**src/winch_motor_limit_controller_top_macros.svh**
```systemverilog
// ----------------------------------------------------------------------------
// Winch motor limit controller assertion macros
// Short forms for the concurrent checks of the top level. They expect
// clk_i and rst_ni in the scope of the use.
// ----------------------------------------------------------------------------
`ifndef WINCH_MOTOR_LIMIT_CONTROLLER_TOP_MACROS_SVH
`define WINCH_MOTOR_LIMIT_CONTROLLER_TOP_MACROS_SVH

// The consequent must hold in the same cycle as the antecedent.
`define WMLC_ASSERT_NOW(lbl, ante, cons, msg) \
  lbl: assert property (@(posedge clk_i) disable iff (!rst_ni) (ante) |-> (cons)) \
    else $error(msg);

// The consequent must hold in the cycle after the antecedent.
`define WMLC_ASSERT_NEXT(lbl, ante, cons, msg) \
  lbl: assert property (@(posedge clk_i) disable iff (!rst_ni) (ante) |=> (cons)) \
    else $error(msg);

`endif

```
**src/wmlc_pkg.sv**
```systemverilog
// ----------------------------------------------------------------------------
// Winch motor limit controller package
// Shared types, codes and constants of the winch motor supervisor.
// ----------------------------------------------------------------------------
package wmlc_pkg;

  // Fixed limits of the winch.
  localparam logic [12:0] DRIVE_SPEED_CAP = 13'd400;
  localparam logic [12:0] POSITION_TOP    = 13'd4096;
  localparam logic [12:0] POS_SAT         = 13'h1FFF;
  localparam logic [10:0] CNT_SAT         = 11'h7FF;

  // Reset values of the configuration registers.
  localparam logic [12:0] MIN_POS_RST  = 13'd1;
  localparam logic [12:0] MAX_POS_RST  = 13'd4096;
  localparam logic [10:0] TOP_DB_RST   = 11'd20;
  localparam logic [10:0] SLACK_DB_RST = 11'd550;

  // Reset position of the encoder count.
  localparam logic [12:0] POS_RST = 13'd1;

  typedef enum logic [2:0] {
    MODE_DOWN      = 3'd0,
    MODE_UP        = 3'd1,
    MODE_TO_TARGET = 3'd2,
    MODE_AT_TARGET = 3'd3,
    MODE_TOP       = 3'd4,
    MODE_SLACK     = 3'd5,
    MODE_MIN       = 3'd6,
    MODE_MAX       = 3'd7
  } wmlc_mode_e;

  typedef enum logic [2:0] {
    CMD_NONE       = 3'd0,
    CMD_SET_SPEED  = 3'd1,
    CMD_SET_DIR    = 3'd2,
    CMD_SET_TARGET = 3'd3,
    CMD_GO_TARGET  = 3'd4,
    CMD_SET_POS    = 3'd5
  } wmlc_cmd_e;

  typedef enum logic [1:0] {
    REG_MIN_POS  = 2'd0,
    REG_MAX_POS  = 2'd1,
    REG_TOP_DB   = 2'd2,
    REG_SLACK_DB = 2'd3
  } wmlc_reg_e;

  typedef struct packed {
    logic [2:0]  cmd;
    logic [12:0] cmd_value;
    logic        encoder_edge;
    logic        ms_tick;
    logic        top_raw;
    logic        slack_raw;
  } wmlc_item_t;

  typedef struct packed {
    logic [2:0]  mode;
    logic [8:0]  drive_speed;
    logic        drive_direction;
    logic [12:0] current_position;
    logic        mode_changed;
  } wmlc_result_t;

  typedef struct packed {
    logic [12:0] min_pos;
    logic [12:0] max_pos;
    logic [10:0] top_db;
    logic [10:0] slack_db;
  } wmlc_cfg_t;

  // Debounced sensor events of one transaction.
  typedef struct packed {
    logic top_chg;
    logic slack_chg;
  } wmlc_sense_t;

endpackage

```
**src/wmlc_debounce.sv**
```systemverilog
// ----------------------------------------------------------------------------
// Sensor debouncer
// Counts steady milliseconds of one raw sensor level and flags the
// transaction in which a new level is accepted.
// ----------------------------------------------------------------------------
module wmlc_debounce import wmlc_pkg::*; #(
  parameter logic RESET_LEVEL = 1'b0
) (
  input  logic        clk_i,
  input  logic        rst_ni,
  input  logic        en_i,
  input  logic        raw_i,
  input  logic        tick_i,
  input  logic [10:0] lim_i,
  output logic        changed_o
);

  logic        last_q, last_d;
  logic        stable_q, stable_d;
  logic [10:0] cnt_q, cnt_d;

  // A level change restarts the count; a tick advances it up to saturation.
  always_comb begin
    if (raw_i != last_q) begin
      cnt_d = '0;
    end else if (tick_i && (cnt_q != CNT_SAT)) begin
      cnt_d = cnt_q + 11'd1;
    end else begin
      cnt_d = cnt_q;
    end
    last_d    = raw_i;
    changed_o = (cnt_d > lim_i) && (raw_i != stable_q);
    stable_d  = changed_o ? raw_i : stable_q;
  end

  // Sensor state, updated once per processed transaction.
  always_ff @(posedge clk_i or negedge rst_ni) begin
    if (!rst_ni) begin
      last_q   <= RESET_LEVEL;
      stable_q <= RESET_LEVEL;
      cnt_q    <= '0;
    end else if (en_i) begin
      last_q   <= last_d;
      stable_q <= stable_d;
      cnt_q    <= cnt_d;
    end
  end

endmodule

```
**src/wmlc_core.sv**
```systemverilog
// ----------------------------------------------------------------------------
// Winch supervisor core
// Encoder count, command handling, sensor reactions and travel limits for
// one transaction, with the motor state registers.
// ----------------------------------------------------------------------------
module wmlc_core import wmlc_pkg::*; (
  input  logic         clk_i,
  input  logic         rst_ni,
  input  logic         en_i,
  input  wmlc_item_t   item_i,
  input  wmlc_cfg_t    cfg_i,
  input  wmlc_sense_t  sense_i,
  output wmlc_result_t result_o
);

  logic [12:0] pos_q, tgt_q;
  logic        dir_q;
  wmlc_mode_e  mode_q;
  logic [8:0]  spd_q;

  logic [12:0] pos, tgt, lo, hi;
  logic        dir, notif, reached;
  wmlc_mode_e  mode;
  logic [8:0]  spd;

  function automatic logic [12:0] clamp_lim(logic [12:0] v, logic [12:0] l, logic [12:0] h);
    logic [12:0] r;
    if (v < l) begin
      r = l;
    end else if (v > h) begin
      r = h;
    end else begin
      r = v;
    end
    return r;
  endfunction

  function automatic wmlc_mode_e follow_mode(logic d);
    return d ? MODE_UP : MODE_DOWN;
  endfunction

  function automatic logic blocked(wmlc_mode_e m, logic d);
    return ((m == MODE_MIN || m == MODE_TOP) && d) ||
           ((m == MODE_MAX || m == MODE_SLACK) && !d);
  endfunction

  function automatic logic [8:0] cap_speed(logic [12:0] v);
    logic [12:0] c;
    c = (v > DRIVE_SPEED_CAP) ? DRIVE_SPEED_CAP : v;
    return c[8:0];
  endfunction

  // Effective travel limits.
  assign lo = (cfg_i.min_pos == '0) ? 13'd1 : cfg_i.min_pos;
  assign hi = (cfg_i.max_pos > POSITION_TOP) ? POSITION_TOP : cfg_i.max_pos;

  // One pass over the transaction: encoder, command, sensors, limits.
  always_comb begin
    pos     = pos_q;
    tgt     = tgt_q;
    dir     = dir_q;
    mode    = mode_q;
    spd     = spd_q;
    notif   = 1'b0;
    reached = 1'b0;

    // Encoder edge moves the count, held at both ends.
    if (item_i.encoder_edge) begin
      if (!dir) begin
        if (pos != POS_SAT) pos = pos + 13'd1;
      end else begin
        if (pos != '0) pos = pos - 13'd1;
      end
    end

    // Command.
    case (wmlc_cmd_e'(item_i.cmd))
      CMD_SET_SPEED: begin
        if (item_i.cmd_value == '0) begin
          spd = '0;
        end else if (!blocked(mode, dir)) begin
          spd = cap_speed(item_i.cmd_value);
        end
      end
      CMD_SET_DIR: begin
        if (dir != item_i.cmd_value[0]) begin
          dir = item_i.cmd_value[0];
          if (mode != follow_mode(dir)) begin
            mode  = follow_mode(dir);
            notif = 1'b1;
          end
        end
      end
      CMD_SET_TARGET: begin
        if (item_i.cmd_value == '0) begin
          tgt = '0;
        end else begin
          tgt = clamp_lim(item_i.cmd_value, lo, hi);
          if ((!dir && pos > tgt) || (dir && pos < tgt)) begin
            dir = !dir;
            if (mode != follow_mode(dir)) begin
              mode  = follow_mode(dir);
              notif = 1'b1;
            end
          end
        end
      end
      CMD_GO_TARGET: begin
        if (item_i.cmd_value != '0) begin
          // Travel to target is never a blocked mode, so the speed is taken.
          if (tgt != '0) begin
            mode  = MODE_TO_TARGET;
            notif = 1'b1;
            spd   = cap_speed(item_i.cmd_value);
          end
        end else if (mode != follow_mode(dir)) begin
          mode  = follow_mode(dir);
          notif = 1'b1;
        end
      end
      CMD_SET_POS: begin
        pos = clamp_lim(item_i.cmd_value, lo, hi);
      end
      default: begin
      end
    endcase

    // Top sensor: arriving stops and presets, leaving resumes.
    if (sense_i.top_chg) begin
      if (!item_i.top_raw) begin
        spd   = '0;
        mode  = MODE_TOP;
        pos   = clamp_lim(13'd1, lo, hi);
        notif = 1'b1;
      end else if (mode != follow_mode(dir)) begin
        mode  = follow_mode(dir);
        notif = 1'b1;
      end
    end

    // Slack sensor: slack stops, recovery resumes.
    if (sense_i.slack_chg) begin
      if (item_i.slack_raw) begin
        spd   = '0;
        mode  = MODE_SLACK;
        notif = 1'b1;
      end else if (mode != follow_mode(dir)) begin
        mode  = follow_mode(dir);
        notif = 1'b1;
      end
    end

    // Travel limits and target arrival.
    if (mode != MODE_TOP && mode != MODE_SLACK) begin
      if (pos < lo) begin
        if (mode != MODE_MIN) begin
          spd   = '0;
          mode  = MODE_MIN;
          notif = 1'b1;
        end
      end else if (pos > hi) begin
        if (mode != MODE_MAX) begin
          spd   = '0;
          mode  = MODE_MAX;
          notif = 1'b1;
        end
      end else begin
        reached = (tgt != '0) && (dir ? (pos < tgt) : (pos > tgt));
        if (reached) begin
          if (mode != MODE_AT_TARGET) begin
            spd   = '0;
            tgt   = '0;
            mode  = MODE_AT_TARGET;
            notif = 1'b1;
          end
        end else if (mode != MODE_TO_TARGET && mode != follow_mode(dir)) begin
          mode  = follow_mode(dir);
          notif = 1'b1;
        end
      end
    end

    result_o.mode             = mode;
    result_o.drive_speed      = spd;
    result_o.drive_direction  = dir;
    result_o.current_position = pos;
    result_o.mode_changed     = notif;
  end

  // Motor state, updated once per processed transaction.
  always_ff @(posedge clk_i or negedge rst_ni) begin
    if (!rst_ni) begin
      pos_q  <= POS_RST;
      tgt_q  <= '0;
      dir_q  <= 1'b0;
      mode_q <= MODE_DOWN;
      spd_q  <= '0;
    end else if (en_i) begin
      pos_q  <= pos;
      tgt_q  <= tgt;
      dir_q  <= dir;
      mode_q <= mode;
      spd_q  <= spd;
    end
  end

endmodule

```
**src/winch_motor_limit_controller_top.sv**
```systemverilog
// ----------------------------------------------------------------------------
// Winch motor limit controller
// Supervises a winch motor from encoder edges, commands and two debounced
// sensors, and reports mode, drive and position for every transaction.
//
//   Channel   Handshake                    Payload
//   item      item_valid_i / item_ready_o  item_i  (wmlc_item_t)
//   result    res_valid_o  / res_ready_i   res_o   (wmlc_result_t)
//   config    cfg_we_i                     cfg_idx_i, cfg_wdata_i
//
// One transaction per cycle while the result register is free or taken;
// an accepted transaction passes the input register and then the result
// register. The supervisor state is updated in the single cycle that moves a
// transaction from the input register to the result register.
// Reset returns state, configuration and valid flags to their defaults,
// not the payload registers. A stalled result holds both stages; the input
// is refused only when both stages are full and the result is not taken.
// ----------------------------------------------------------------------------
`include "winch_motor_limit_controller_top_macros.svh"

module winch_motor_limit_controller_top import wmlc_pkg::*; (
  input  logic         clk_i,
  input  logic         rst_ni,
  input  logic         item_valid_i,
  output logic         item_ready_o,
  input  wmlc_item_t   item_i,
  output logic         res_valid_o,
  input  logic         res_ready_i,
  output wmlc_result_t res_o,
  input  logic         cfg_we_i,
  input  logic [1:0]   cfg_idx_i,
  input  logic [12:0]  cfg_wdata_i
);

  wmlc_cfg_t    cfg_q;
  wmlc_item_t   in_q;
  logic         in_valid_q;
  wmlc_result_t res_q, res_d;
  logic         res_valid_q;
  logic         advance;
  wmlc_sense_t  sense;
  logic         top_hit, res_stopped, speed_ok;

  // Pipeline control: a stage advances when the result register is free or taken.
  assign advance      = in_valid_q && (!res_valid_q || res_ready_i);
  assign item_ready_o = !in_valid_q || advance;
  assign res_valid_o  = res_valid_q;
  assign res_o        = res_q;

  // Configuration registers.
  always_ff @(posedge clk_i or negedge rst_ni) begin
    if (!rst_ni) begin
      cfg_q.min_pos  <= MIN_POS_RST;
      cfg_q.max_pos  <= MAX_POS_RST;
      cfg_q.top_db   <= TOP_DB_RST;
      cfg_q.slack_db <= SLACK_DB_RST;
    end else if (cfg_we_i) begin
      case (wmlc_reg_e'(cfg_idx_i))
        REG_MIN_POS:  cfg_q.min_pos  <= cfg_wdata_i;
        REG_MAX_POS:  cfg_q.max_pos  <= cfg_wdata_i;
        REG_TOP_DB:   cfg_q.top_db   <= cfg_wdata_i[10:0];
        REG_SLACK_DB: cfg_q.slack_db <= cfg_wdata_i[10:0];
        default: begin
        end
      endcase
    end
  end

  // Input register valid.
  always_ff @(posedge clk_i or negedge rst_ni) begin
    if (!rst_ni) begin
      in_valid_q <= 1'b0;
    end else if (item_ready_o) begin
      in_valid_q <= item_valid_i;
    end
  end

  // Input register payload.
  always_ff @(posedge clk_i) begin
    if (item_valid_i && item_ready_o) begin
      in_q <= item_i;
    end
  end

  // Result register valid.
  always_ff @(posedge clk_i or negedge rst_ni) begin
    if (!rst_ni) begin
      res_valid_q <= 1'b0;
    end else if (advance) begin
      res_valid_q <= 1'b1;
    end else if (res_ready_i) begin
      res_valid_q <= 1'b0;
    end
  end

  // Result register payload.
  always_ff @(posedge clk_i) begin
    if (advance) begin
      res_q <= res_d;
    end
  end

  // Top sensor debouncer; the sensor rests out at reset.
  wmlc_debounce #(
    .RESET_LEVEL (1'b1)
  ) u_top_db (
    .clk_i     (clk_i),
    .rst_ni    (rst_ni),
    .en_i      (advance),
    .raw_i     (in_q.top_raw),
    .tick_i    (in_q.ms_tick),
    .lim_i     (cfg_q.top_db),
    .changed_o (sense.top_chg)
  );

  // Slack sensor debouncer; no slack at reset.
  wmlc_debounce #(
    .RESET_LEVEL (1'b0)
  ) u_slack_db (
    .clk_i     (clk_i),
    .rst_ni    (rst_ni),
    .en_i      (advance),
    .raw_i     (in_q.slack_raw),
    .tick_i    (in_q.ms_tick),
    .lim_i     (cfg_q.slack_db),
    .changed_o (sense.slack_chg)
  );

  // Supervisor core.
  wmlc_core u_core (
    .clk_i    (clk_i),
    .rst_ni   (rst_ni),
    .en_i     (advance),
    .item_i   (in_q),
    .cfg_i    (cfg_q),
    .sense_i  (sense),
    .result_o (res_d)
  );

  // Terms of the checks below.
  assign top_hit     = advance && sense.top_chg && !in_q.top_raw;
  assign res_stopped = (res_o.drive_speed == '0) &&
                       (res_o.mode == MODE_TOP || res_o.mode == MODE_SLACK);
  assign speed_ok    = {4'b0000, res_o.drive_speed} <= DRIVE_SPEED_CAP;

  // An empty input stage always takes a new transaction.
  `WMLC_ASSERT_NOW(a_ready_when_empty, !in_valid_q, item_ready_o, "empty input not ready")

  // A debounced top hit leaves the motor stopped in a sensor mode.
  `WMLC_ASSERT_NEXT(a_top_hit_stops, top_hit, res_stopped, "top hit did not stop the motor")

  // The driven speed never exceeds the cap.
  `WMLC_ASSERT_NOW(a_speed_cap, res_valid_o, speed_ok, "drive speed above cap")

endmodule

```
**config.mk**
```make
export PLATFORM = sky130hd
export DESIGN_NAME = winch_motor_limit_controller_top
export DESIGN_NICKNAME = d
export VERILOG_FILES = /design/src/wmlc_pkg.sv /design/src/wmlc_debounce.sv /design/src/wmlc_core.sv /design/src/winch_motor_limit_controller_top.sv
export VERILOG_INCLUDE_DIRS = /design/src /design/src/src
export SDC_FILE = /design/constraint.sdc
export NUM_CORES = 1
export LEC_CHECK = 0
export ABC_CLOCK_PERIOD_IN_PS = 9380
export BUFFER_PORTS_ARGS = -buffer_cell sky130_fd_sc_hd__buf_2
export CAP_MARGIN = 0
export CORE_AREA = 2 2 109 216
export DETAILED_ROUTE_END_ITERATION = 16
export DIE_AREA = 0 0 111 218
export HOLD_SLACK_MARGIN = 0.03
export PLACE_DENSITY = 0.68
export SETUP_SLACK_MARGIN = 0.2
export SLEW_MARGIN = 20
export SYNTH_ARGS = -nofsm -noshare
export SYNTH_HDL_FRONTEND = slang
export SYNTH_SLANG_ARGS = --single-unit
```
**constraint.sdc**
```tcl
create_clock -name clk_i -period 9.38 [get_ports clk_i]
set_clock_uncertainty 0.15 [all_clocks]
set_input_delay 1.876 -clock clk_i [delete_from_list [all_inputs] [get_ports clk_i]]
set_output_delay 1.876 -clock clk_i [all_outputs]
set_load 0.1 [all_outputs]
```
Yosys cells after proc, flatten, opt, wreduce, memory -nomap -nowiden. Index checks and enable logic that the tools add are counted.

Output and inout bits: 29. Input port bits: 40. Register bits after elaboration: 162. Word-level logic and storage cells: 214.

Mux-type cells: 100. $lt $le $gt $ge: 14. Reductions and logical operators: 36. Equal/unequal tests: 32. Add/sub/neg operators: 4.

Operator list (count): two-way mux 13 bit (22); two-way mux 9 bit (16); two-way mux 3 bit (22); greater-than comparator 13 bit (4); < comparator 13 bit (4); nonzero test 13 bit (4); two-way mux 11 bit (4); two-way mux 1 bit (32); logical NOT 13 bit (2); adder 11 x 1 -> 11 bit, second input constant (2); greater-than comparator 11 bit (2); != test 11 bit, second input constant (2); == test 3 bit, second input constant (6); one-hot mux 9 bit (2 select lines) (1); adder 13 x 1 -> 13 bit, second input constant (1); greater-than comparator 1 x 13 -> 1 bit, first input constant (1); greater-than comparator 13 bit, second input constant (1); greater-than comparator 13 x 9 -> 1 bit, second input constant (1); logical AND 1 bit (13); < comparator 1 x 13 -> 1 bit, first input constant (1); != test 13 bit, second input constant (1); subtractor 13 x 1 -> 13 bit, second input constant (1); != test 3 bit, second input constant (4); AND reduction 2 bit (6); other kinds (15) (33).

Longest topological paths before layout. Gate-level depths: netlist of the first run.

Depth in word-level cells: 29. Gate-level depth with buffers: 34. Gate-level depth less buffers: 30.

Cells and area by module. From an unflattened synthesis of the first run, not the netlist that was laid out.

Cell total of the unflattened synthesis: 1226. Area total of the unflattened synthesis: 11591.1 um2.

By module, submodules not included: wmlc_core (cells each 772, sequential area each 977.2 um2, area an instance 5804.3 um2, times used 1); winch_motor_limit_controller_top (cells each 159, sequential area each 2672.6 um2, area an instance 3337.0 um2, times used 1); wmlc_debounce at u_slack_db (cells each 152, sequential area each 325.3 um2, area an instance 1228.7 um2, times used 1); wmlc_debounce at u_top_db (cells each 143, sequential area each 327.8 um2, area an instance 1221.2 um2, times used 1).

Worst setup path before layout of the first run. OpenSTA, ideal clock, no wires.

Kind: register -> register. Start: register u_top_db.cnt_q[0]. End: register res_q, in the netlist res_o[15] (data pin). Library setup time: 0.258 ns. Path buffers: 4. Stages on the path, launching flop included: 34. Data required time: 8.972 ns. Clock period less this slack: 6.605 ns. Arrival time: 6.197 ns. Setup slack: 2.775 ns. Path through: dfrtp_1 -> ha_1 -> nand3_1 -> nor2_1 -> nand3_1 -> nand2_1 -> nor2_1 -> nand3_1 -> or3_1 -> a21oi_1 -> ha_1 -> o21a_1 -> o21ai_0 -> a41oi_1 -> a21boi_1 -> nand2b_1 -> clkbuf_1 -> clkbuf_1 -> nor2_1 -> a21oi_1 -> ha_1 -> a21o_1 -> a21o_1 -> a2111oi_0 -> o21bai_1 -> o2111ai_1 -> inv_1 -> a211oi_1 -> a21oi_1 -> o21ai_1 -> or2_1 -> buf_2 -> buf_6 -> nor2_1.

RTL lines: from (decl) (RTL line wmlc_debounce.sv:20) `logic [10:0] cnt_q, cnt_d;`; from (signal assigned) (RTL line wmlc_debounce.sv:45) `cnt_q <= cnt_d;`; to (signal assigned) (RTL line winch_motor_limit_controller_top.sv:99) `res_q <= res_d;`; to (decl) (RTL line winch_motor_limit_controller_top.sv:38) `wmlc_result_t res_q, res_d;`.

==> flow_metrics.py, run 1 <==
metrics = {
    "run_status": {
        "outcome": "completed",
    },
    "yosys": {
        "synth_flop_cell": "dfrtp_1",
        "synth_area_leader_cell": "dfrtp_1",
        "synth_cell_types": 81,
        "netlist.area_leader.share_pct": 23.6,
        "synth_enable_flop_cells": 47,
        "yosysMostFrequentCell": "nand2_1",
        "synthesis.nets": 1353,
        "ys_warn_count": 0,
        "synth_area_um2": 11000,
        "async_reset_ff_share_pct": 71.0,
        "ys_seq_area_share_pct": 39.0,
        "synth_area_per_cell_um2": 9.13,
        "syn_inst": 1209,
        "synth_seq_cells": 162,
        "synthTopCellsByArea": "dfrtp_1 (24%), edfxtp_1 (13%), ha_1 (12%)",
        "synth_commonest_cells": "nand2_1 (186), nor2_1 (107), dfrtp_1 (104), ha_1 (104), a21oi_1 (85)",
    },
    "floorplan": {
        "dieArea_um2": 24200,
        "fp.dieW_um": 111,
        "ioPinCount": 69,
        "die_h_um": 218,
        "initial_utilization_pct": 49.0,
        "coreArea_um2": 22500,
        "rows": 78,
    },
    "clocking": {
        "cts_max_level": 4,
        "cts_tree": "yes",
        "cts_sinks": 162,
        "cts.hold.buffers_added": 0,
        "cts_buffers": 17,
        "cts_resized": 0,
        "post-cts-setup-buffers": 0,
        "clk_latency_ps": 460,
        "cts_buffer_depth": 2,
        "cts.root.buffer_cell": "clkbuf_16",
        "clk_pin_slew_worst_paths_ps": 70,
    },
    "sta": {
        "setup_viol": 0,
        "finalMaxSlewViolations": 0,
        "period_share_pct": 84.9,
        "finalSetupTns_ps": 0,
        "fin_hold_ws_ps": 344,
        "relSlewSlack_pct": 39.6,
        "clock.fmax_ghz": 0.126,
        "rsz0062_at_grt": "false",
        "fin_ws_ps": 1420,
        "period_minus_slack_ps": 7960,
        "hold_viol_final": 0,
        "worst_slew_pin_slew_ps": 897,
    },
    "detailed_routing": {
        "wl_mm": 36.2,
        "vias_per_cell": 6.21,
        "wire_per_inst_um": 23.3,
        "drc": 0,
        "dr.pass1.iters": 7,
        "routed-via-count": 9650,
        "ant_nets": 0,
        "drt-initial-drc-count": 597,
    },
    "worst_hold_path": {
        "hp-class": "flip-flop to flip-flop",
        "min_path_cells": 2,
    },
    "placement": {
        "dp_cells": 1521,
        "gp_congestion": 1.00,
        "dp_hpwl_mm": 28.3,
        "dp_slack_ps": 1430,
        "io_buffers": 68,
    },
    "worst_setup_path": {
        "path_buf_inv": 0,
        "crit_end": "res_o[0]",
        "worstRegToRegCells": 28,
        "cp_data_required_time_ps": 9450,
        "critical_path_depth": 28,
        "max_stage_delay_ps": 820,
        "critPathSlowestCell": "o21ai_0",
        "cp_top_family": "compound AO/OA/AOI/OAI gates",
        "cp-end-kind": "flip-flop",
        "reg2reg_slack_ps": 1420,
        "crit_start": "u_top_db.cnt_q[0]",
        "cp_max_fo": 18,
        "regToRegStartpoint": "u_top_db.cnt_q[0]",
        "start_kind": "flip-flop",
        "critPathArrivalTime_ps": 8030,
        "reg2reg_to": "res_o[0]",
        "path_class": "flip-flop to flip-flop",
    },
    "job": {
        "cap_violations": 0,
    },
    "grt": {
        "grt_pass1_vias": 9946,
        "grt.overflow.total": 0,
        "grt_max_degree": 60,
        "grt_pass1_wl_mm": 55.7,
        "track_usage_pct": 30.6,
        "antenna_found_initial": 0,
    },
    "final_layout": {
        "syn_to_final_growth_pct": 10.7,
        "fin_cells": 1553,
        "final.fill_count": 2094,
        "antennaDiodeCount": 0,
        "fin_util_pct": 54.2,
        "layout.nets": 1404,
        "regArea_um2": 4300,
        "drive_above_1_share_pct": 15.9,
        "multi_input_area_um2": 6340,
    },
    "pwr": {
        "power.density_nw_per_um2": 304,
        "p_leak_nw": 5.38,
        "power.share.sequential_pct": 29.7,
        "intPower_mw": 1.96,
        "p_sw_mw": 1.76,
        "pwr-share-comb_pct": 50.6,
        "swShare_pct": 47.2,
        "power.share.clock_pct": 19.7,
        "ir_worst_vdd_uv": 177,
    },
}
-- flip-flops by register name, summed over array words and instances (netlist names) --
name                 cells
res_o                   27
u_slack_db.stable_q      1
u_slack_db.last_q        1
u_core.pos_q            13
u_core.spd_q             9
in_q                    20
in_valid_q               1
u_slack_db.cnt_q        11
u_top_db.last_q          1
u_core.tgt_q            13
u_core.mode_q            3
cfg_q                   48
u_top_db.cnt_q          11
u_top_db.stable_q        1
res_valid_o              1
u_core.dir_q             1
-- metal layers --
layer | track usage (%) | vias up | routed length (µm)
li1 | - | 4486 | -
met1 | 29.4 | 4697 | 12200
met2 | 58.6 | 328 | 20000
met3 | 4.25 | 139 | 1280
met4 | 21.8 | 0 | 2740
met5 | 0 | - | 0
-- cells in the final DEF, fill, tap and decap left out, types with 16 or more instances in the layout --
| cell | instances |
|---|---|
| a21oi_1 | 85 |
| buf_2 | 67 |
| clkbuf_16 | 17 |
| dfrtp_1 | 104 |
| edfxtp_1 | 47 |
| ha_1 | 104 |
| inv_1 | 57 |
| mux2_2 | 58 |
| nand2_1 | 185 |
| nand3_1 | 30 |
| nand4_1 | 23 |
| nor2_1 | 107 |
| nor3_1 | 17 |
| o21ai_0 | 58 |
| o21ai_1 | 18 |
| xnor2_1 | 16 |
| xor2_1 | 18 |
-- logic make-up (layout without fill, tap and decap cells) --
kind of cell               Yosys count  in the layout  share of synthesized area [%]
and+or+nand+nor                    448            448                           18.9
AOI/OAI and AO/OA                  293            293                           17.4
DFF                                162            162                           39.0
adders and majority gates          104            104                           11.8
buffers and inverters              102            166                           3.63
muxes                               66             66                           6.64
xor gates and xnor gates            34             34                           2.70
-- power groups by stage --
stage	clock [mW]	combinational [mW]	sequential (mW)
final	0.733	1.88	1.10
after global placement	0	1.84	1.11
after global routing	0.775	2.03	1.12
after CTS	0.751	1.86	1.10
after detailed placement	0	1.86	1.11
after floorplan	0	1.18	1.24
-- area by class of cell --
| cell class | count | share of cell area, % |
|---|---|---|
| tap | 280 | 2.87 |
| multi-input combinational | 945 | 51.9 |
| timing repair buffer | 76 | 3.30 |
| inverter | 58 | 1.78 |
| clock inverter | 15 | 1.48 |
| clock buffer | 17 | 3.48 |
| sequential | 162 | 35.2 |
-- worst min path at each step --
stage	start	slack, ps	to
6_report	u_top_db.last_q	340	u_top_db.last_q
5_1_grt	u_top_db.stable_q	360	u_top_db.stable_q
4_1_cts	u_core.spd_q[4]	340	u_core.spd_q[4]
3_5_place_dp	u_top_db.last_q	320	u_top_db.last_q
3_3_place_gp	u_top_db.last_q	300	u_top_db.last_q
2_1_floorplan	u_top_db.last_q	300	u_top_db.last_q
-- metrics by stage --
stage	cell area [µm²]	power (mW)
after floorplan	11000	2.43
after global placement	11600	2.95
after detailed placement	11600	2.96
after CTS	12200	3.71
after global routing	12200	3.92
final	12200	3.72
-- worst reg2reg max path, delay by kind of cell (launching register included) --
family | cells | cell delay (ps)
xor gates and xnor gates | 1 | 150
DFF | 1 | 410
and+or+nand+nor | 12 | 2790
AOI/OAI and AO/OA | 12 | 3270
adders and majority gates | 3 | 960
No activity file was read; power rests on OpenSTA's default activity.
==> run 2: changes to the inputs <==
Settings changed: ABC_AREA from default to 1, ABC_CLOCK_PERIOD_IN_PS 9380 to 8300, CORE_AREA 2 2 109 216 to 2 2 112 222, DIE_AREA 0 0 111 218 to 0 0 114 224.
Clock period 9.38 ns to 8.3 ns, I/O delays scaled along.
==> run 2 against run 1 <==
Total power rose by 13%. Non-clock buffer count rose by 3. Setup slack got worse by 600 ps. Highest routed layer unchanged. Count of clock-buffer cells in the layout rose by 5. Sequential power rose by 7%. Routed wire length fell by 1.1%.
==> flow_metrics.py, run 2 <==
metrics = {
    "detailed_routing": {
        "drt-initial-drc-count": 684,
        "drc": 0,
        "routed-via-count": 10586,
        "wl_mm": 35.8,
        "vias_per_cell": 5.60,
        "dr.pass1.iters": 5,
        "wire_per_inst_um": 19.0,
        "ant_nets": 0,
    },
    "worst_setup_path": {
        "critPathSlowestCell": "a21boi_0",
        "crit_start": "u_top_db.cnt_q[0]",
        "cp_data_required_time_ps": 8350,
        "cp_max_fo": 26,
        "path_class": "flip-flop to flip-flop",
        "max_stage_delay_ps": 680,
        "critPathArrivalTime_ps": 7530,
        "cp-end-kind": "flip-flop",
        "start_kind": "flip-flop",
        "regToRegStartpoint": "u_top_db.cnt_q[0]",
    },
    "final_layout": {
        "final_common_cell": "nand2_1",
        "syn_to_final_growth_pct": 9.58,
        "top_register": "cfg_q",
        "fin_cells": 1890,
        "design_area_um2": 12800,
        "layout.nets": 1734,
        "largest_reg_flops": 48,
        "final_cell_mix": "nand2_1 (387), inv_1 (189), o21ai_0 (135), ha_1 (104), dfrtp_1 (104)",
        "drive_above_1_share_pct": 14.3,
        "antennaDiodeCount": 0,
    },
    "yosys": {
        "netlist.area_leader.share_pct": 22.2,
        "synth_cell_types": 64,
        "synth_seq_cells": 162,
        "ys_seq_area_share_pct": 36.7,
        "ys_warn_count": 0,
        "synthTopCellsByArea": "dfrtp_1 (22%), nand2_1 (12%), edfxtp_1 (12%)",
        "synth_area_per_cell_um2": 7.65,
        "syn_inst": 1532,
        "synth_commonest_cells": "nand2_1 (387), inv_1 (189), o21ai_0 (135)",
        "synth_enable_flop_cells": 47,
        "yosysMostFrequentCell": "nand2_1",
        "synthesis.nets": 1676,
        "async_reset_ff_share_pct": 71.0,
        "synth_flop_cell": "dfrtp_1",
        "synth_area_leader_cell": "dfrtp_1",
        "synth_area_um2": 11700,
    },
    "pwr": {
        "power.share.clock_pct": 17.5,
        "power.share.sequential_pct": 28.1,
        "intPower_mw": 2.10,
        "p_leak_nw": 6.22,
        "power.density_nw_per_um2": 327,
        "swShare_pct": 49.9,
        "pwr-share-comb_pct": 54.4,
        "p_sw_mw": 2.10,
        "ir_worst_vdd_uv": 206,
    },
    "floorplan": {
        "dieArea_um2": 25500,
        "die_h_um": 224,
        "ioPinCount": 69,
        "initial_utilization_pct": 49.2,
        "coreArea_um2": 23800,
        "rows": 80,
        "fp.dieW_um": 114,
    },
    "clocking": {
        "cts_buffer_depth": 2,
        "cts.hold.buffers_added": 0,
        "post-cts-setup-buffers": 0,
        "cts.root.buffer_cell": "clkbuf_16",
        "cts_max_level": 4,
        "cts_sinks": 162,
        "cts_buffers": 17,
        "clk_latency_ps": 450,
        "clk_pin_slew_worst_paths_ps": 60,
        "cts_resized": 0,
        "cts_tree": "yes",
    },
    "placement": {
        "io_buffers": 68,
        "dp_hpwl_mm": 28.4,
        "gp_congestion": 1.07,
        "dpl-instance-area_um2": 12300,
        "dp_cells": 1858,
    },
    "sta": {
        "hold_viol_final": 0,
        "relSlewSlack_pct": 27.0,
        "period_minus_slack_ps": 7480,
        "clock.fmax_ghz": 0.134,
        "finalMaxSlewViolations": 0,
        "setup_viol": 0,
        "period_share_pct": 90.2,
        "rsz0062_at_grt": "false",
        "worst_slew_pin_slew_ps": 1090,
        "finalSetupTns_ps": 0,
    },
    "grt": {
        "grt_pass1_vias": 10672,
        "track_usage_pct": 29.0,
        "grt_pass1_wl_mm": 56.0,
        "grt_max_degree": 75,
        "antenna_found_initial": 0,
        "grt.overflow.total": 0,
    },
    "job": {
        "cap_violations": 0,
    },
    "worst_hold_path": {
        "worstHoldStart": "u_core.spd_q[4]",
        "hp-class": "flip-flop to flip-flop",
    },
    "run_status": {
        "outcome": "completed",
    },
}
run 2: cell types whose count changed in the layout (fill, tap and decap cells not counted), moves of 13 or more:
cell / before / now
a21o_1: 13 / 0
inv_1: 57 / 189
inv_2: 1 / 19
mux2_2: 58 / 0
nand2_1: 185 / 387
nand2_2: 3 / 29
nand3_1: 30 / 81
nand3_2: 0 / 25
nor2_1: 107 / 93
o21ai_0: 58 / 135
xnor2_1: 16 / 1
run 2: final timing paths:
path	slack, ps	end	cells after the start
max reg2reg	820	res_o[0]	35
min reg2reg	330	u_core.spd_q[4]	2
min	330	u_core.spd_q[4]	2
max	820	res_o[0]	35
min in group asynchronous	1110	u_slack_db.cnt_q[6]	1
max in group asynchronous	5550	cfg_q[11]	2
run 2: metrics by stage:
step | total power, mW | setup WS [ps] | util (%) | hold slack [ps]
3_3_place_gp | 3.41 | 1240 | 51.6 | 313
2_1_floorplan | 2.85 | 2560 | - | 299
3_5_place_dp | 3.44 | 1040 | 51.6 | 324
6_report | 4.20 | 816 | 53.9 | 334
4_1_cts | 4.19 | 962 | 53.9 | 337
5_1_grt | 4.50 | 230 | 53.9 | 350
run 2: worst max-delay path: cells and delay by family (launching register included):
| kind | cells | cell delay (ps) |
|---|---|---|
| AO/OA/AOI/OAI | 8 | 2260 |
| flip-flops | 1 | 420 |
| AND/OR/NAND/NOR | 20 | 2670 |
| adder cells (fa/ha/maj) | 3 | 850 |
| buffers and inverters | 4 | 900 |
run 2: power by group through the flow:
stage          Sequential [mW]  Combinational [mW]  Clock, mW
2_1_floorplan             1.41                1.44          0
3_3_place_gp              1.19                2.22          0
5_1_grt                   1.20                2.53      0.776
4_1_cts                   1.18                2.27      0.749
3_5_place_dp              1.19                2.25          0
6_report                  1.18                2.29      0.737
run 2: cell families (layout without fill, tap and decap cells):
family                   after synthesis  after routing  share of synthesized area [%]
AO/OA/AOI/OAI                        274            274                           13.1
XOR/XNOR                              16             16                           1.20
adder cells (fa/ha/maj)              104            104                           11.1
buffers and inverters                251            322                           8.57
flip-flops                           162            162                           36.7
AND/OR/NAND/NOR                      725            725                           29.3
run 2: area by class of cell:
type,instances,area (µm²)
well taps,287,359
flip-flops and latches,162,4300
inverters,211,797
fillers,2377,11000
multi-input cells,1119,6410
clock inverters,10,86.3
repair buffers,79,425
clock buffers,22,454
run 2: metal layers:
layer | GRT usage [%] | wire length (µm) | up-vias
met4 | 26.1 | 3750 | 0
met3 | 4.22 | 1160 | 149
met2 | 52.7 | 18900 | 299
met5 | 0 | 0 | -
li1 | - | - | 5227
met1 | 27.3 | 12100 | 4911
==> run 3: changes to the inputs <==
Settings changed: CORE_AREA 2 2 112 222 to 2 2 143 285, DIE_AREA 0 0 114 224 to 0 0 145 287, PLACE_DENSITY 0.68 to default, PLACE_DENSITY_LB_ADDON from default to 0.25.
==> run 3 against run 2 <==
Global-route usage down 9.5 points. Clock power rose by 9.9%. Die area grew 63%. Hold slack worse by 6.7 ps. Combinational power barely moved. Critical path depth decreased by 1. Total power grew 2.2%. Sequential power hardly changed. Routed wire length up 12%. Critical path type unchanged.
==> flow_metrics.py, run 3 (same netlist as run 2, synthesis figures left out) <==
metrics = {
    "run_status": {
        "outcome": "completed",
    },
    "worst_setup_path": {
        "path_class": "flip-flop to flip-flop",
        "regToRegStartpoint": "u_top_db.cnt_q[0]",
        "reg2reg_to": "u_core.tgt_q[5]",
        "critPathArrivalTime_ps": 7450,
        "worstRegToRegCells": 34,
        "reg2reg_slack_ps": 990,
        "critPathSlowestCell": "inv_1",
        "cp_data_required_time_ps": 8440,
        "cp_common_cell": "nand3_1",
        "cp-end-kind": "flip-flop",
        "start_kind": "flip-flop",
        "crit_start": "u_top_db.cnt_q[0]",
        "cp_max_fo": 26,
        "max_stage_delay_ps": 590,
    },
    "placement": {
        "dp_slack_ps": 1010,
        "dp_hpwl_mm": 32.4,
        "io_buffers": 68,
        "gp_congestion": 1.06,
    },
    "final_layout": {
        "final.fill_count": 4181,
        "largest_reg_flops": 48,
        "syn_to_final_growth_pct": 12.4,
        "antennaDiodeCount": 0,
        "layout.nets": 1733,
        "top_register": "cfg_q",
        "drive_above_1_share_pct": 14.2,
        "final_common_cell": "nand2_1",
        "final_cell_mix": "nand2_1 (387), inv_1 (189), o21ai_0 (135), ha_1 (104), dfrtp_1 (104)",
    },
    "grt": {
        "track_usage_pct": 19.5,
        "grt_pass1_wl_mm": 61.0,
        "grt_pass1_vias": 10831,
        "grt.overflow.total": 0,
        "antenna_found_initial": 0,
        "grt_max_degree": 83,
    },
    "detailed_routing": {
        "vias_per_cell": 4.98,
        "ant_nets": 0,
        "routed-via-count": 10596,
        "dr.pass1.iters": 7,
        "drc": 0,
        "drt-initial-drc-count": 529,
        "wl_mm": 40.0,
        "wire_per_inst_um": 18.8,
    },
    "sta": {
        "relSlewSlack_pct": 27.5,
        "period_minus_slack_ps": 7310,
        "hold_viol_final": 0,
        "fin_hold_ws_ps": 327,
        "setup_viol": 0,
        "period_share_pct": 88.0,
        "fin_ws_ps": 992,
        "clock.fmax_ghz": 0.137,
        "finalMaxSlewViolations": 0,
        "worst_slew_pin_slew_ps": 1090,
        "finalSetupTns_ps": 0,
        "rsz0062_at_grt": "false",
    },
    "clocking": {
        "clk_latency_ps": 450,
        "clk_pin_slew_worst_paths_ps": 70,
        "cts_buffer_depth": 2,
        "cts_max_level": 4,
        "post-cts-setup-buffers": 0,
        "cts_buffers": 17,
        "cts.hold.buffers_added": 0,
        "cts_resized": 0,
        "cts_tree": "yes",
        "cts.root.buffer_cell": "clkbuf_16",
        "cts_sinks": 162,
    },
    "floorplan": {
        "coreArea_um2": 39300,
        "fp.dieW_um": 145,
        "dieArea_um2": 41600,
        "rows": 103,
        "die_h_um": 287,
        "initial_utilization_pct": 29.8,
        "ioPinCount": 69,
    },
    "job": {
        "cap_violations": 0,
    },
    "pwr": {
        "p_leak_nw": 6.24,
        "power.density_nw_per_um2": 326,
        "ir_worst_vdd_uv": 181,
    },
    "worst_hold_path": {
        "min_path_cells": 2,
        "hp-class": "flip-flop to flip-flop",
        "min_to": "u_core.spd_q[4]",
        "worstHoldStart": "u_core.spd_q[4]",
    },
}
[run 3: cell count changes in the layout (fill, tap and decap cells not counted)]
cell        change
clkinv_1        -1
clkinv_4        +2
clkbuf_1        +2
inv_6           +1
clkinvlp_4      -4
bufinv_16       +2
clkbuf_8        -1
buf_4           -1
clkinv_2        -1
[run 3: power breakdown]
part	leakage (nW)	internal, mW	total [mW]	switching, mW
Combinational	4.04	0.657	2.31	1.66
Sequential	1.92	1.03	1.17	0.144
Clock	0.280	0.474	0.810	0.336
[run 3: layout make-up]
type	instances	area [µm²]	area share [%]
multi-input combinational	1119	6410	48.7
sequential	162	4300	32.7
inverter	211	797	6.05
tap	525	657	4.99
clock buffer	23	448	3.40
timing repair buffer	78	418	3.17
clock inverter	9	134	1.02
[run 3: critical path, delay by kind of cell, from the launching register on]
kind / cells / cell delay, ps
compound gates: 11 / 2380
fa+ha+maj: 3 / 960
buf+inv: 2 / 650
flops: 1 / 420
simple gates: 18 / 2570
[run 3: metal layers]
layer | global-route usage (%) | up-vias | wire [µm]
met5 | 0 | - | 0
met4 | 17.7 | 0 | 4010
met3 | 2.75 | 129 | 1050
met2 | 37.9 | 267 | 21800
met1 | 17.0 | 4974 | 13100
li1 | - | 5226 | -
[run 3: worst max-delay path by stage]
stage	slack, ps	cells after the start	end
after global routing	260	34	u_core.tgt_q[5]
after floorplan	2560	36	res_o[15]
after CTS	960	34	u_core.tgt_q[5]
after detailed placement	1010	34	u_core.tgt_q[5]
final	990	34	u_core.tgt_q[5]
after global placement	1290	34	res_o[15]
[run 3: per-stage QoR]
step	power [mW]	std cells	instance area (µm²)	utilization [%]
after global routing	4.62	2127	13200	33.5
final	4.29	2127	13200	33.5
after floorplan	2.85	1532	11700	-
after global placement	3.47	2095	12600	32.0
after CTS	4.33	2127	13200	33.5
after detailed placement	3.50	2095	12600	32.0
